**src/rtl/eftl_pkg.sv**
```systemverilog
// Shared constants for the eased frame-time lookup unit.
// Holds command, curve and status codes and the field widths.
// No dependencies.
package eftl_pkg;

	localparam int MAX_FRAMES_DEF = 64;

	localparam int MODE_W   = 3;
	localparam int SLOT_W   = 6;
	localparam int DUR_W    = 16;
	localparam int TIME_W   = 19;
	localparam int IDX_W    = 6;
	localparam int TOTAL_W  = 22;
	localparam int STATUS_W = 2;
	localparam int CURVE_W  = 3;

	localparam int IN_W  = 48;
	localparam int OUT_W = 48;

	localparam logic [MODE_W-1:0] MODE_APPEND = 3'd0;
	localparam logic [MODE_W-1:0] MODE_SET    = 3'd1;
	localparam logic [MODE_W-1:0] MODE_CLEAR  = 3'd2;
	localparam logic [MODE_W-1:0] MODE_SETALL = 3'd3;
	localparam logic [MODE_W-1:0] MODE_QUERY  = 3'd4;
	localparam logic [MODE_W-1:0] MODE_READ   = 3'd5;

	localparam logic [CURVE_W-1:0] CURVE_EASE_IN  = 3'd1;
	localparam logic [CURVE_W-1:0] CURVE_EASE_OUT = 3'd2;
	localparam logic [CURVE_W-1:0] CURVE_SMOOTH   = 3'd3;

	localparam logic [STATUS_W-1:0] ST_OK    = 2'd0;
	localparam logic [STATUS_W-1:0] ST_RANGE = 2'd1;
	localparam logic [STATUS_W-1:0] ST_FULL  = 2'd2;
	localparam logic [STATUS_W-1:0] ST_EMPTY = 2'd3;

	localparam logic [DUR_W-1:0]   MIN_SET_MS = 16'd10;
	localparam logic [16:0]        Q16_ONE    = 17'h10000;
	localparam logic [17:0]        Q16_THREE  = 18'd196608;
	localparam logic [TOTAL_W-1:0] SUM_MAX    = 22'h3FFFFF;

endpackage

```
**src/rtl/eftl_mul.sv**
```systemverilog
// Shared registered multiplier of the eased frame-time lookup unit.
// The product register loads only when enabled, so it holds a result.
// No dependencies.
module eftl_mul #(
	parameter int A_W = 18,
	parameter int B_W = 23
) (
	input  logic                 clk,
	input  logic                 en,
	input  logic [A_W-1:0]       a,
	input  logic [B_W-1:0]       b,
	output logic [A_W+B_W-1:0]   p
);

	always_ff @(posedge clk) begin
		if (en) begin
			p <= (A_W+B_W)'(a) * (A_W+B_W)'(b);
		end
	end

endmodule

```
**src/rtl/eftl_ram.sv**
```systemverilog
// Duration table storage: one write port and one read port with registered
// read data. No dependencies.
module eftl_ram #(
	parameter int DEPTH = 64,
	parameter int ADDR_W = 6,
	parameter int DATA_W = 16
) (
	input  logic              clk,
	input  logic              we,
	input  logic [ADDR_W-1:0] waddr,
	input  logic [DATA_W-1:0] wdata,
	input  logic              re,
	input  logic [ADDR_W-1:0] raddr,
	output logic [DATA_W-1:0] rdata
);

	logic [DATA_W-1:0] mem [DEPTH];

	always_ff @(posedge clk) begin
		if (we) begin
			mem[waddr] <= wdata;
		end
	end

	always_ff @(posedge clk) begin
		if (re) begin
			rdata <= mem[raddr];
		end
	end

endmodule

```
**src/rtl/eased_frame_time_lookup_unit.sv**
```systemverilog
// Top level of the eased frame-time lookup unit: command sequencer, table and
// shared multiplier. Depends on eftl_pkg, eftl_mul and eftl_ram.
//
// One request is taken at a time. Append, clear and unused commands go straight
// to the output step; read and set at index first read the table entry, set-all
// rewrites every entry, and a query passes the curve and the scaling by the
// total through one registered multiplier in up to three passes, and the
// prefix search then reads the table one entry per cycle through its single
// read port, stopping at the first frame that reaches the target. A result
// waits in the output register without holding up the next request; the next
// result is loaded once the previous one has been taken. The total is kept
// exact internally and saturates only on the output.
module eased_frame_time_lookup_unit #(
	parameter int MAX_FRAMES = eftl_pkg::MAX_FRAMES_DEF
) (
	input  logic                          clk,
	input  logic                          arst_n,
	input  logic                          cfg_we,
	input  logic [eftl_pkg::CURVE_W-1:0]  cfg_wdata,   // curve_mode
	input  logic                          s_tvalid,
	output logic                          s_tready,
	// mode[2:0], frame_slot[8:3], new_duration[24:9], norm_time[43:25]
	input  logic [eftl_pkg::IN_W-1:0]     s_tdata,
	output logic                          m_tvalid,
	input  logic                          m_tready,
	// frame_index[5:0], duration_out[21:6], total_duration[43:22], status[45:44]
	output logic [eftl_pkg::OUT_W-1:0]    m_tdata
);

	import eftl_pkg::*;

	localparam int CNT_W = $clog2(MAX_FRAMES + 1);
	localparam int AW    = $clog2(MAX_FRAMES);
	localparam int SW    = DUR_W + CNT_W;
	localparam int CW    = (CNT_W > SLOT_W) ? CNT_W : SLOT_W;
	localparam int SWX   = (SW > TOTAL_W) ? SW : TOTAL_W;
	localparam int MA    = 18;
	localparam int MB    = (SW > 18) ? SW : 18;
	localparam int PW    = MA + MB;

	localparam logic [3:0] S_IDLE   = 4'd0;
	localparam logic [3:0] S_OUT    = 4'd1;
	localparam logic [3:0] S_SETW   = 4'd2;
	localparam logic [3:0] S_RD     = 4'd3;
	localparam logic [3:0] S_SWEEP  = 4'd4;
	localparam logic [3:0] S_SUM    = 4'd5;
	localparam logic [3:0] S_SQ     = 4'd6;
	localparam logic [3:0] S_CRV    = 4'd7;
	localparam logic [3:0] S_SMOOTH = 4'd8;
	localparam logic [3:0] S_TGT    = 4'd9;
	localparam logic [3:0] S_SCAN   = 4'd10;

	logic [3:0]          state_q;
	logic [CURVE_W-1:0]  curve_q;
	logic [CNT_W-1:0]    count_q;
	logic [SW-1:0]       sum_q;
	logic [AW-1:0]       slot_q;
	logic [DUR_W-1:0]    dur_q;
	logic [16:0]         t_q;
	logic [CNT_W-1:0]    ptr_q;
	logic [CNT_W-1:0]    idx_q;
	logic [SW-1:0]       acc_q;
	logic [IDX_W-1:0]    res_idx_q;
	logic [DUR_W-1:0]    res_dur_q;
	logic [STATUS_W-1:0] res_status_q;
	logic                m_tvalid_q;
	logic [IDX_W-1:0]    out_idx_q;
	logic [DUR_W-1:0]    out_dur_q;
	logic [TOTAL_W-1:0]  out_total_q;
	logic [STATUS_W-1:0] out_status_q;

	logic [MODE_W-1:0]   in_mode;
	logic [SLOT_W-1:0]   in_slot;
	logic [DUR_W-1:0]    in_dur;
	logic [TIME_W-1:0]   in_time;
	logic                accept;
	logic                out_load;
	logic [CW-1:0]       slot_cw;
	logic [CW-1:0]       count_cw;
	logic                slot_bad;
	logic [CNT_W-1:0]    last_idx;
	logic [16:0]         t_clamp;
	logic [16:0]         p_hi;
	logic [16:0]         curve_c;
	logic [17:0]         smooth_f;
	logic [SW-1:0]       acc_n;
	logic [PW-1:0]       cmp_rhs;
	logic                hit;
	logic [CW-1:0]       idx_cw;
	logic [SWX-1:0]      sum_x;
	logic [TOTAL_W-1:0]  total_sat;

	logic                ram_we;
	logic [AW-1:0]       ram_waddr;
	logic [DUR_W-1:0]    ram_wdata;
	logic                ram_re;
	logic [AW-1:0]       ram_raddr;
	logic [DUR_W-1:0]    ram_rdata;
	logic                mul_en;
	logic [MA-1:0]       mul_a;
	logic [MB-1:0]       mul_b;
	logic [PW-1:0]       mul_p;

	eftl_ram #(
		.DEPTH  (MAX_FRAMES),
		.ADDR_W (AW),
		.DATA_W (DUR_W)
	) u_ram (
		.clk   (clk),
		.we    (ram_we),
		.waddr (ram_waddr),
		.wdata (ram_wdata),
		.re    (ram_re),
		.raddr (ram_raddr),
		.rdata (ram_rdata)
	);

	eftl_mul #(
		.A_W (MA),
		.B_W (MB)
	) u_mul (
		.clk (clk),
		.en  (mul_en),
		.a   (mul_a),
		.b   (mul_b),
		.p   (mul_p)
	);

	assign in_mode = s_tdata[2:0];
	assign in_slot = s_tdata[8:3];
	assign in_dur  = s_tdata[24:9];
	assign in_time = s_tdata[43:25];

	assign s_tready = (state_q == S_IDLE);
	assign accept   = s_tvalid && s_tready;
	assign out_load = (state_q == S_OUT) && (!m_tvalid_q || m_tready);

	assign slot_cw  = CW'(in_slot);
	assign count_cw = CW'(count_q);
	assign slot_bad = (slot_cw >= count_cw);
	assign last_idx = count_q - CNT_W'(1);

	always_comb begin
		if (in_time[TIME_W-1]) begin
			t_clamp = '0;
		end else if (in_time[17:0] > 18'(Q16_ONE)) begin
			t_clamp = Q16_ONE;
		end else begin
			t_clamp = in_time[16:0];
		end
	end

	assign p_hi     = mul_p[32:16];
	assign smooth_f = Q16_THREE - {t_q, 1'b0};

	always_comb begin
		case (curve_q)
			CURVE_EASE_IN:  curve_c = p_hi;
			CURVE_EASE_OUT: curve_c = Q16_ONE - p_hi;
			default:        curve_c = t_q;
		endcase
	end

	// The target stays in the product register for the whole scan.
	assign acc_n   = acc_q + SW'(ram_rdata);
	assign cmp_rhs = {{(PW - SW - 16){1'b0}}, acc_n, 16'h0000};
	assign hit     = (mul_p <= cmp_rhs);
	assign idx_cw  = CW'(idx_q);

	assign sum_x     = SWX'(sum_q);
	assign total_sat = (sum_x > SWX'(SUM_MAX)) ? SUM_MAX : sum_x[TOTAL_W-1:0];

	always_comb begin
		ram_we    = 1'b0;
		ram_waddr = slot_q;
		ram_wdata = dur_q;
		ram_re    = 1'b0;
		ram_raddr = ptr_q[AW-1:0];
		mul_en    = 1'b0;
		mul_a     = '0;
		mul_b     = '0;
		case (state_q)
			S_IDLE: begin
				if (accept) begin
					if (in_mode == MODE_APPEND && count_q < CNT_W'(MAX_FRAMES)) begin
						ram_we    = 1'b1;
						ram_waddr = count_q[AW-1:0];
						ram_wdata = in_dur;
					end
					if ((in_mode == MODE_SET || in_mode == MODE_READ) && !slot_bad) begin
						ram_re    = 1'b1;
						ram_raddr = slot_cw[AW-1:0];
					end
				end
			end
			S_SETW: begin
				ram_we = 1'b1;
			end
			S_SWEEP: begin
				ram_we    = 1'b1;
				ram_waddr = ptr_q[AW-1:0];
				if (ptr_q == '0) begin
					mul_en = 1'b1;
					mul_a  = MA'(dur_q);
					mul_b  = MB'(count_q);
				end
			end
			S_SQ: begin
				mul_en = 1'b1;
				if (curve_q == CURVE_EASE_OUT) begin
					mul_a = MA'(Q16_ONE - t_q);
					mul_b = MB'(Q16_ONE - t_q);
				end else begin
					mul_a = MA'(t_q);
					mul_b = MB'(t_q);
				end
			end
			S_CRV: begin
				mul_en = 1'b1;
				if (curve_q == CURVE_SMOOTH) begin
					mul_a = smooth_f;
					mul_b = MB'(p_hi);
				end else begin
					mul_a = MA'(curve_c);
					mul_b = MB'(sum_q);
				end
			end
			S_SMOOTH: begin
				mul_en = 1'b1;
				mul_a  = MA'(p_hi);
				mul_b  = MB'(sum_q);
			end
			S_TGT: begin
				ram_re    = 1'b1;
				ram_raddr = '0;
			end
			S_SCAN: begin
				ram_re = (ptr_q < count_q);
			end
			default: begin
			end
		endcase
	end

	always_ff @(posedge clk or negedge arst_n) begin
		if (!arst_n) begin
			state_q      <= S_IDLE;
			curve_q      <= '0;
			count_q      <= '0;
			sum_q        <= '0;
			m_tvalid_q   <= 1'b0;
			slot_q       <= '0;
			dur_q        <= '0;
			t_q          <= '0;
			ptr_q        <= '0;
			idx_q        <= '0;
			acc_q        <= '0;
			res_idx_q    <= '0;
			res_dur_q    <= '0;
			res_status_q <= ST_OK;
			out_idx_q    <= '0;
			out_dur_q    <= '0;
			out_total_q  <= '0;
			out_status_q <= ST_OK;
		end else begin
			if (cfg_we) begin
				curve_q <= cfg_wdata;
			end
			// A new result may replace the one taken in the same cycle.
			if (out_load) begin
				m_tvalid_q <= 1'b1;
			end else if (m_tvalid_q && m_tready) begin
				m_tvalid_q <= 1'b0;
			end
			case (state_q)
				S_IDLE: begin
					if (accept) begin
						res_idx_q    <= '0;
						res_dur_q    <= '0;
						res_status_q <= ST_OK;
						slot_q       <= slot_cw[AW-1:0];
						dur_q        <= in_dur;
						t_q          <= t_clamp;
						ptr_q        <= '0;
						state_q      <= S_OUT;
						case (in_mode)
							MODE_APPEND: begin
								if (count_q >= CNT_W'(MAX_FRAMES)) begin
									res_status_q <= ST_FULL;
								end else begin
									count_q <= count_q + CNT_W'(1);
									sum_q   <= sum_q + SW'(in_dur);
								end
							end
							MODE_SET: begin
								if (slot_bad) begin
									res_status_q <= ST_RANGE;
								end else begin
									state_q <= S_SETW;
								end
							end
							MODE_CLEAR: begin
								count_q <= '0;
								sum_q   <= '0;
							end
							MODE_SETALL: begin
								dur_q <= (in_dur < MIN_SET_MS) ? MIN_SET_MS : in_dur;
								if (count_q != '0) begin
									state_q <= S_SWEEP;
								end
							end
							MODE_QUERY: begin
								if (count_q == '0) begin
									res_status_q <= ST_EMPTY;
								end else if (curve_q == CURVE_EASE_IN ||
										curve_q == CURVE_EASE_OUT ||
										curve_q == CURVE_SMOOTH) begin
									state_q <= S_SQ;
								end else begin
									state_q <= S_CRV;
								end
							end
							MODE_READ: begin
								if (slot_bad) begin
									res_status_q <= ST_RANGE;
								end else begin
									state_q <= S_RD;
								end
							end
							default: begin
							end
						endcase
					end
				end
				S_SETW: begin
					sum_q   <= sum_q - SW'(ram_rdata) + SW'(dur_q);
					state_q <= S_OUT;
				end
				S_RD: begin
					res_dur_q <= ram_rdata;
					state_q   <= S_OUT;
				end
				S_SWEEP: begin
					if (ptr_q == last_idx) begin
						state_q <= S_SUM;
					end else begin
						ptr_q <= ptr_q + CNT_W'(1);
					end
				end
				S_SUM: begin
					sum_q   <= mul_p[SW-1:0];
					state_q <= S_OUT;
				end
				S_SQ: begin
					state_q <= S_CRV;
				end
				S_CRV: begin
					state_q <= (curve_q == CURVE_SMOOTH) ? S_SMOOTH : S_TGT;
				end
				S_SMOOTH: begin
					state_q <= S_TGT;
				end
				S_TGT: begin
					ptr_q   <= CNT_W'(1);
					idx_q   <= '0;
					acc_q   <= '0;
					state_q <= S_SCAN;
				end
				S_SCAN: begin
					ptr_q <= ptr_q + CNT_W'(1);
					if (hit || idx_q == last_idx) begin
						res_idx_q <= idx_cw[IDX_W-1:0];
						state_q   <= S_OUT;
					end else begin
						idx_q <= idx_q + CNT_W'(1);
						acc_q <= acc_n;
					end
				end
				S_OUT: begin
					if (out_load) begin
						out_idx_q    <= res_idx_q;
						out_dur_q    <= res_dur_q;
						out_total_q  <= total_sat;
						out_status_q <= res_status_q;
						state_q      <= S_IDLE;
					end
				end
				default: begin
					state_q <= S_IDLE;
				end
			endcase
		end
	end

	assign m_tvalid = m_tvalid_q;
	assign m_tdata  = {2'b00, out_status_q, out_total_q, out_dur_q, out_idx_q};

	a_count_bound: assert property (@(posedge clk) disable iff (!arst_n)
		count_q <= CNT_W'(MAX_FRAMES))
		else $error("frame count exceeds table depth");

	a_empty_sum: assert property (@(posedge clk) disable iff (!arst_n)
		(count_q == '0) |-> (sum_q == '0))
		else $error("nonzero total with an empty table");

	a_append_count: assert property (@(posedge clk) disable iff (!arst_n)
		(accept && in_mode == MODE_APPEND && count_q < CNT_W'(MAX_FRAMES))
		|=> (count_q == $past(count_q) + CNT_W'(1)))
		else $error("append did not advance the frame count");

	a_scan_range: assert property (@(posedge clk) disable iff (!arst_n)
		(state_q == S_SCAN) |-> (idx_q < count_q))
		else $error("scan index past the last frame");

	a_result_source: assert property (@(posedge clk) disable iff (!arst_n)
		$rose(m_tvalid_q) |-> ($past(state_q) == S_OUT))
		else $error("result raised outside the output step");

endmodule

```
**config.mk**
```make
export PLATFORM = sky130hd
export DESIGN_NAME = eased_frame_time_lookup_unit
export DESIGN_NICKNAME = d
export VERILOG_FILES = /design/src/rtl/eftl_pkg.sv /design/src/rtl/eftl_mul.sv /design/src/rtl/eftl_ram.sv /design/src/rtl/eased_frame_time_lookup_unit.sv
export SDC_FILE = /design/constraint.sdc
export NUM_CORES = 2
export LEC_CHECK = 0
export BUFFER_PORTS_ARGS = -buffer_cell sky130_fd_sc_hd__buf_2
export CORE_MARGIN = 3
export CORE_UTILIZATION = 50
export DETAILED_ROUTE_END_ITERATION = 6
export PLACE_DENSITY = 0.66
export SLEW_MARGIN = 25
export SYNTH_ARGS = -nofsm -noshare
export SYNTH_HDL_FRONTEND = slang
export SYNTH_HIERARCHICAL = 1
export SYNTH_SLANG_ARGS = --single-unit
```
**constraint.sdc**
```tcl
create_clock -name clk -period 9.3 [get_ports clk]
set_input_delay 0 -clock clk [delete_from_list [all_inputs] [get_ports clk]]
set_output_delay 0 -clock clk [all_outputs]
set_load 0.02 [all_outputs]
```
# [After elaboration in Yosys (flattened, before gate mapping)]
# Memories as Yosys holds them, arrays and structs flattened. A register that Yosys moved wholly into a read port is not among the register bits.
# Index checks and enable logic that the tools add are counted.
[classes] mul=1 n_mux=69 add_sub_neg=12 magnitude_cmp=8 reduce_logical=37 n_eq_ne=29
[ops] cell="23-bit two-way mux" count=5
[ops] cell="16-bit two-way mux" count=7
[ops] cell="23-bit case mux with 2 select lines" count=2
[ops] cell="23-bit case mux with 4 select lines" count=1
[ops] cell="18-bit case mux with 4 select lines" count=1
[ops] cell="23-bit by 16-bit adder with 23-bit output" count=3
[ops] cell="23-bit case mux with 3 select lines" count=1
[ops] cell="41-bit by 39-bit less-or-equal comparator with 1-bit output" count=1
[ops] cell="18-bit by 23-bit multiplier with 41-bit output" count=1
[ops] cell="18-bit two-way mux" count=2
[ops] cell="6-bit two-way mux" count=6
[ops] cell="4-bit case mux with 9 select lines" count=1
[ops] cell="6-bit case mux with 2 select lines" count=3
[ops] cell="17-bit by 17-bit subtractor with 18-bit output (first input constant)" count=2
[ops] cell="7-bit two-way mux" count=5
[ops] cell="17-bit two-way mux" count=2
[ops] cell="17-bit case mux with 2 select lines" count=1
[ops] cell="16-bit case mux with 2 select lines" count=1
[ops] cell="7-bit case mux with 2 select lines" count=2
[ops] cell="7-bit case mux with 4 select lines" count=1
[ops] cell="23-bit by 22-bit > comparator with 1-bit output (second input constant)" count=1
[ops] cell="23-bit by 16-bit subtractor with 23-bit output" count=1
[ops] cell="22-bit two-way mux" count=1
[ops] cell="7-bit by 1-bit adder with 7-bit output (second input constant)" count=3
[ops] cell="44 further kinds" count=102
[totals] ram_bits=1024 word_cells=176 register_bits=225 out_inout_bits=50 inputBits=56 memories=1
[memory_table] name="u_ram.mem" words=64 width=16 rd=1 rd_ports_with_merged_regs=1 wr=1 line_no="eftl_ram.sv:17" text="logic [DATA_W-1:0] mem [DEPTH];"

# [Logic depth before layout (Yosys ltp)]
[depth] depth_word=8 mapped_depth=32 mapped_depth_nobuf=31

# [Cells and area by module]
# The synthesis kept the hierarchy.
[modules_own_cells] module="eftl_ram" seq_area_each_um2=31230.0 instances=1 area_per_inst_um2=40236.1 cells_per_inst=1835
[modules_own_cells] module="eased_frame_time_lookup_unit" seq_area_each_um2=4604.4 instances=1 area_per_inst_um2=14620.3 cells_per_inst=1791
[modules_own_cells] module="eftl_mul" seq_area_each_um2=1231.2 instances=1 area_per_inst_um2=14592.7 cells_per_inst=1584

# [Worst setup path before layout]
# No wires, ideal clock.
[synth_path] path_type="register -> register" from="register u_mul.p[16]" to="register u_mul.p[38], data pin" setup_slack_ns=1.389 stages_incl_launch_ff=30 t_arrival_ns=7.637 required_time_ns=9.026 period_less_slack_ns=7.911 setup_time_ns=0.274 n_path_buf=1 path_cell_list="edfxtp_1 inv_1 ha_1 nor3b_1 nand4_1 or3_1 nor3_1 nand2_1 nand2_1 a221oi_1 o211ai_1 clkbuf_1 nand2_1 fa_1 inv_1 fa_1 fa_1 fa_1 fa_1 inv_1 fa_1 inv_1 ha_1 a21oi_1 o211ai_1 and3_1 a221o_1 a21oi_4 o21a_4 o311ai_1"
[synth_via] elab_chain_cells=5 word_cells_on_any_way=7 cone_classes="1 x add/sub; 1 x mul; 5 x mux"
[synth_lines] item="start, declared" line_no="eftl_mul.sv:12" text="output logic [A_W+B_W-1:0] p"
[synth_lines] item="start signal, assigned" line_no="eftl_mul.sv:17" text="p <= (A_W+B_W)'(a) * (A_W+B_W)'(b);"
[synth_lines] item="17-bit subtractor" line_no="eased_frame_time_lookup_unit.sv:159" text="CURVE_EASE_OUT: curve_c = Q16_ONE - p_hi;"
[synth_lines] item="17-bit case mux with 2 select lines" line_no="eased_frame_time_lookup_unit.sv:157" text="case (curve_q)"
[synth_lines] item="18-bit two-way mux" line_no="eased_frame_time_lookup_unit.sv:220" text="if (curve_q == CURVE_SMOOTH) begin"
[synth_lines] item="18-bit case mux with 4 select lines" line_no="eased_frame_time_lookup_unit.sv:182" text="case (state_q)"
[synth_lines] item="via mul_a[14]" line_no="eased_frame_time_lookup_unit.sv:100" text="logic [MA-1:0] mul_a;"
[synth_lines] item="18-bit by 23-bit multiplier with 41-bit output" line_no="eftl_mul.sv:17"
# The timed path passes the listed nets, and every way through them passes these cells.
# A chain may end at the register's enable or synchronous reset.

# [Final worst setup path]
[layout_path] from="register t_q[2]" to="register u_mul.p[37], data pin"
[layout_via] elab_chain_cells=4 word_cells_on_any_way=10 cone_classes="3 x add/sub; 1 x mul; 6 x mux"
[layout_lines] item="start, declared" line_no="eased_frame_time_lookup_unit.sv:59" text="logic [16:0] t_q;"
[layout_lines] item="start signal, assigned" line_no="eased_frame_time_lookup_unit.sv:283" text="t_q <= t_clamp;"
[layout_lines] item="17-bit by 17-bit subtractor with 18-bit output" line_no="eased_frame_time_lookup_unit.sv:212" text="mul_b = MB'(Q16_ONE - t_q);"
[layout_lines] item="23-bit two-way mux" line_no="eased_frame_time_lookup_unit.sv:210" text="if (curve_q == CURVE_EASE_OUT) begin"
[layout_lines] item="23-bit case mux with 4 select lines" line_no="eased_frame_time_lookup_unit.sv:182"
[layout_lines] item="via mul_b[15]" line_no="eased_frame_time_lookup_unit.sv:101" text="logic [MB-1:0] mul_b;"
[layout_lines] item="18-bit by 23-bit multiplier with 41-bit output" line_no="eftl_mul.sv:17"
# The timed path passes the listed nets, and every way through them passes these cells.

==> reports/metrics.cfg <==
[drt]
vias = 44200
via_per_inst = 6.06
dr.pass1.iters = 7
drt.antenna.violating_nets = 0
wl_mm = 185
drc = 12
drt_iter0_drc = 4906
avgRoutedWirePerCell_um = 25.3

[grt]
grt_pass1_wl_mm = 279
grt_util_all_layers_pct = 26.0
grt_max_degree = 87
first_global_vias = 44200
antenna_found_initial = 6
overflow = 0

[synthesis]
ys_top_cells_by_area = edfxtp_1 (47%), fa_1 (10%), mux4_2 (7.1%)
ys_types = 107
synth-seq-area-share_pct = 53.4
synth_edf_count = 1081
synthArstFlopShare_pct = 14.5
synth_most_common_cell = edfxtp_1
ys_top_cells_by_count = edfxtp_1 (1081), nand2_1 (583), inv_1 (499)
synth_top_area_cell = edfxtp_1
synth_top_area_share_pct = 46.7
synth_flop_cell = edfxtp_1
avgSynthCellArea_um2 = 13.3
yosys_warnings = 6
yosys_register_bits = 1265
syn_inst = 5210
syn_area_mm2 = 0.0694

[floorplan]
design.die.area_mm2 = 0.143
num_rows = 136
io_pins = 106
die_y_um = 379
coreArea_mm2 = 0.138
dieWidth_um = 379
initial_core_util_pct = 50.4

[cts]
cts.sinks = 1265
cts_resized = 0
cts_buffers = 120
cts_root_buffer = clkbuf_16
clock_latency_ns = 0.76
clockBufferDepth = 3
cts_tree = done
clkTransAtPathRegs_ns = 0.07
cts-htree-levels = 3

[critical_path]
critPathMaxFanout = 18
reg2reg_from = t_q[2]$_DFFE_PN0P_
endpoint = u_mul/p[37]$_DFFE_PP_
path_class = reg2reg
end_kind = flop
r2r_slack_ns = 0.55
cp_data_arrival_time_ns = 9.22
start_kind = flop
reg2reg_depth = 26
critPathRequiredTime_ns = 9.76
r2r_end = u_mul/p[37]$_DFFE_PP_
critPathLaunch = t_q[2]$_DFFE_PN0P_

[place]
dpl.hpwl_mm = 124
place_ws_ns = 0.612
gp_congestion = 0.979
port_buffers = 99
placed_cell_area_mm2 = 0.0724

[layout]
drive_above_1_share_pct = 14.3
fin_util_pct = 56.0
regArea_mm2 = 0.0371
syn2layout_area_growth_pct = 11.1
nets = 6027
fillers = 11000
multi_input_comb_area_mm2 = 0.0295
final_area_mm2 = 0.0772

[worst_hold_path]
worstHoldStart = m_tready
hp-class = in2reg

[timing]
setup_viol = 0
grt_setup_unrepaired = no
finalWorstSetupSlack_ns = 0.546
post-route-period-util_pct = 94.1
slew_violations = 0
relSlewSlack_pct = 25.3
fin_worst_skew_ns = 0.0537
finalSetupTns_ns = 0
finalHoldViolations = 0
fmax_ghz = 0.114
finalCriticalPeriod_ns = 8.75
worst_pin_slew_ns = 1.12

[run_status]
violations = design-rule violations
outcome = finished, violations left

[power_and_ir_drop]
leakagePower_nw = 29.2
ir_drop_v = 0.000358
total_power_mw = 20.1
power.density_mw_per_mm2 = 261

[run]
max_cap_violations = 0

stage by stage:
step	cells	hold slack, ns
CTS	7293	0.0547
floorplan	5211	-0.296
finish	7296	0.105
global placement	6977	0.0181
detailed placement	6977	0.0226
global route	7295	0.123
critical path: stages, from the launching register on:
cell	delay [ns]
dfrtp_1	0.49
nor3_4	0.31
nand3_2	0.17
or4b_1	0.59
or2_1	0.33
o41ai_2	0.25
xnor2_1	0.14
nor2_1	0.10
a221o_1	0.66
nand2_1	0.19
fa_1	0.57
fa_1	0.48
fa_1	0.54
inv_1	0.05
fa_1	0.49
fa_1	0.49
inv_1	0.05
fa_1	0.47
inv_1	0.04
ha_1	0.47
and4_1	0.33
nand4_1	0.10
o21ba_2	0.30
o31a_1	0.25
o21ai_2	0.12
a21o_1	0.21
a211o_1	0.25
flip-flops by register name, summed over array words and instances (netlist names), 7 cells and up:
signal,count
u_ram/rdata,16
out_dur_q,16
idx_cw,7
dur_q,16
u_ram/mem,1024
out_total_q,22
acc_q,23
res_dur_q,16
t_q,17
u_mul/p,41
sum_q,23
ptr_q,7
count_cw,7
cell usage in the layout, fill, tap and decap left out, types with 58 or more instances in the layout:
cell type | Yosys | final
nand3_1 | 111 | 111
buf_4 | 15 | 154
a21oi_1 | 136 | 134
dfrtp_1 | 184 | 184
ha_1 | 220 | 220
clkbuf_16 | 0 | 122
inv_1 | 499 | 499
buf_2 | 44 | 98
nor2_1 | 194 | 185
xnor2_1 | 88 | 88
nand2_1 | 583 | 582
edfxtp_1 | 1081 | 1081
o21ai_0 | 167 | 133
fa_1 | 354 | 354
a21o_1 | 58 | 58
dlygate4sd3_1 | 0 | 90
mux4_2 | 218 | 218
mux2i_1 | 89 | 89
and2_1 | 179 | 179
per-layer routing:
layer,wire (um),global-route usage (%)
met1,76200,36.7
met4,7460,9.35
met2,85100,40.7
met3,15900,4.97
met5,0,0
cell families (layout without fill, tap and decap cells):
family	after synthesis	after routing	share of synthesized area, %
adders and majority gates	574	574	14.2
and+or+nand+nor	1353	1353	9.35
buffers and inverters	787	1076	4.79
muxes	346	346	9.11
AOI/OAI and AO/OA	751	751	7.52
other	1	4	0.00540
DFF	1265	1265	53.4
xor gates and xnor gates	133	133	1.68
worst min-delay path by stage:
stage                                     endpoint  slack, ns  depth (start not counted)
final                         m_tvalid$_DFFE_PN0P_       0.10                          4
after global routing          m_tvalid$_DFFE_PN0P_       0.12                          4
after CTS                     m_tvalid$_DFFE_PN0P_       0.05                          4
after detailed placement  out_dur_q[4]$_DFFE_PN0P_       0.02                          1
after global placement    out_dur_q[4]$_DFFE_PN0P_       0.02                          1
after floorplan               acc_q[0]$_DFFE_PN0P_      -0.30                          0
where the power goes:
part / switching [mW] / total (mW) / internal [mW] / leakage (nW)
logic: 4.82 / 7.57 / 2.75 / 15.3
clock network: 2.10 / 4.70 / 2.61 / 1.86
registers: 0.552 / 7.84 / 7.29 / 12.1
final cells by class:
class / count / share of cell area [%]
Clock inverter: 72 / 0.718
Multi-Input combinational cell: 3159 / 38.2
Inverter: 501 / 2.44
Antenna cell: 2 / 0.00649
Timing Repair Buffer: 350 / 3.49
Clock buffer: 153 / 4.16
Sequential cell: 1265 / 48.0
Tap cell: 1794 / 2.91
timing repair:
item	in CTS	in global routing
hold endpoints to repair	224	0
setup buffers	0	0
hold buffers	91	0
(Power assumes the default switching activity.)
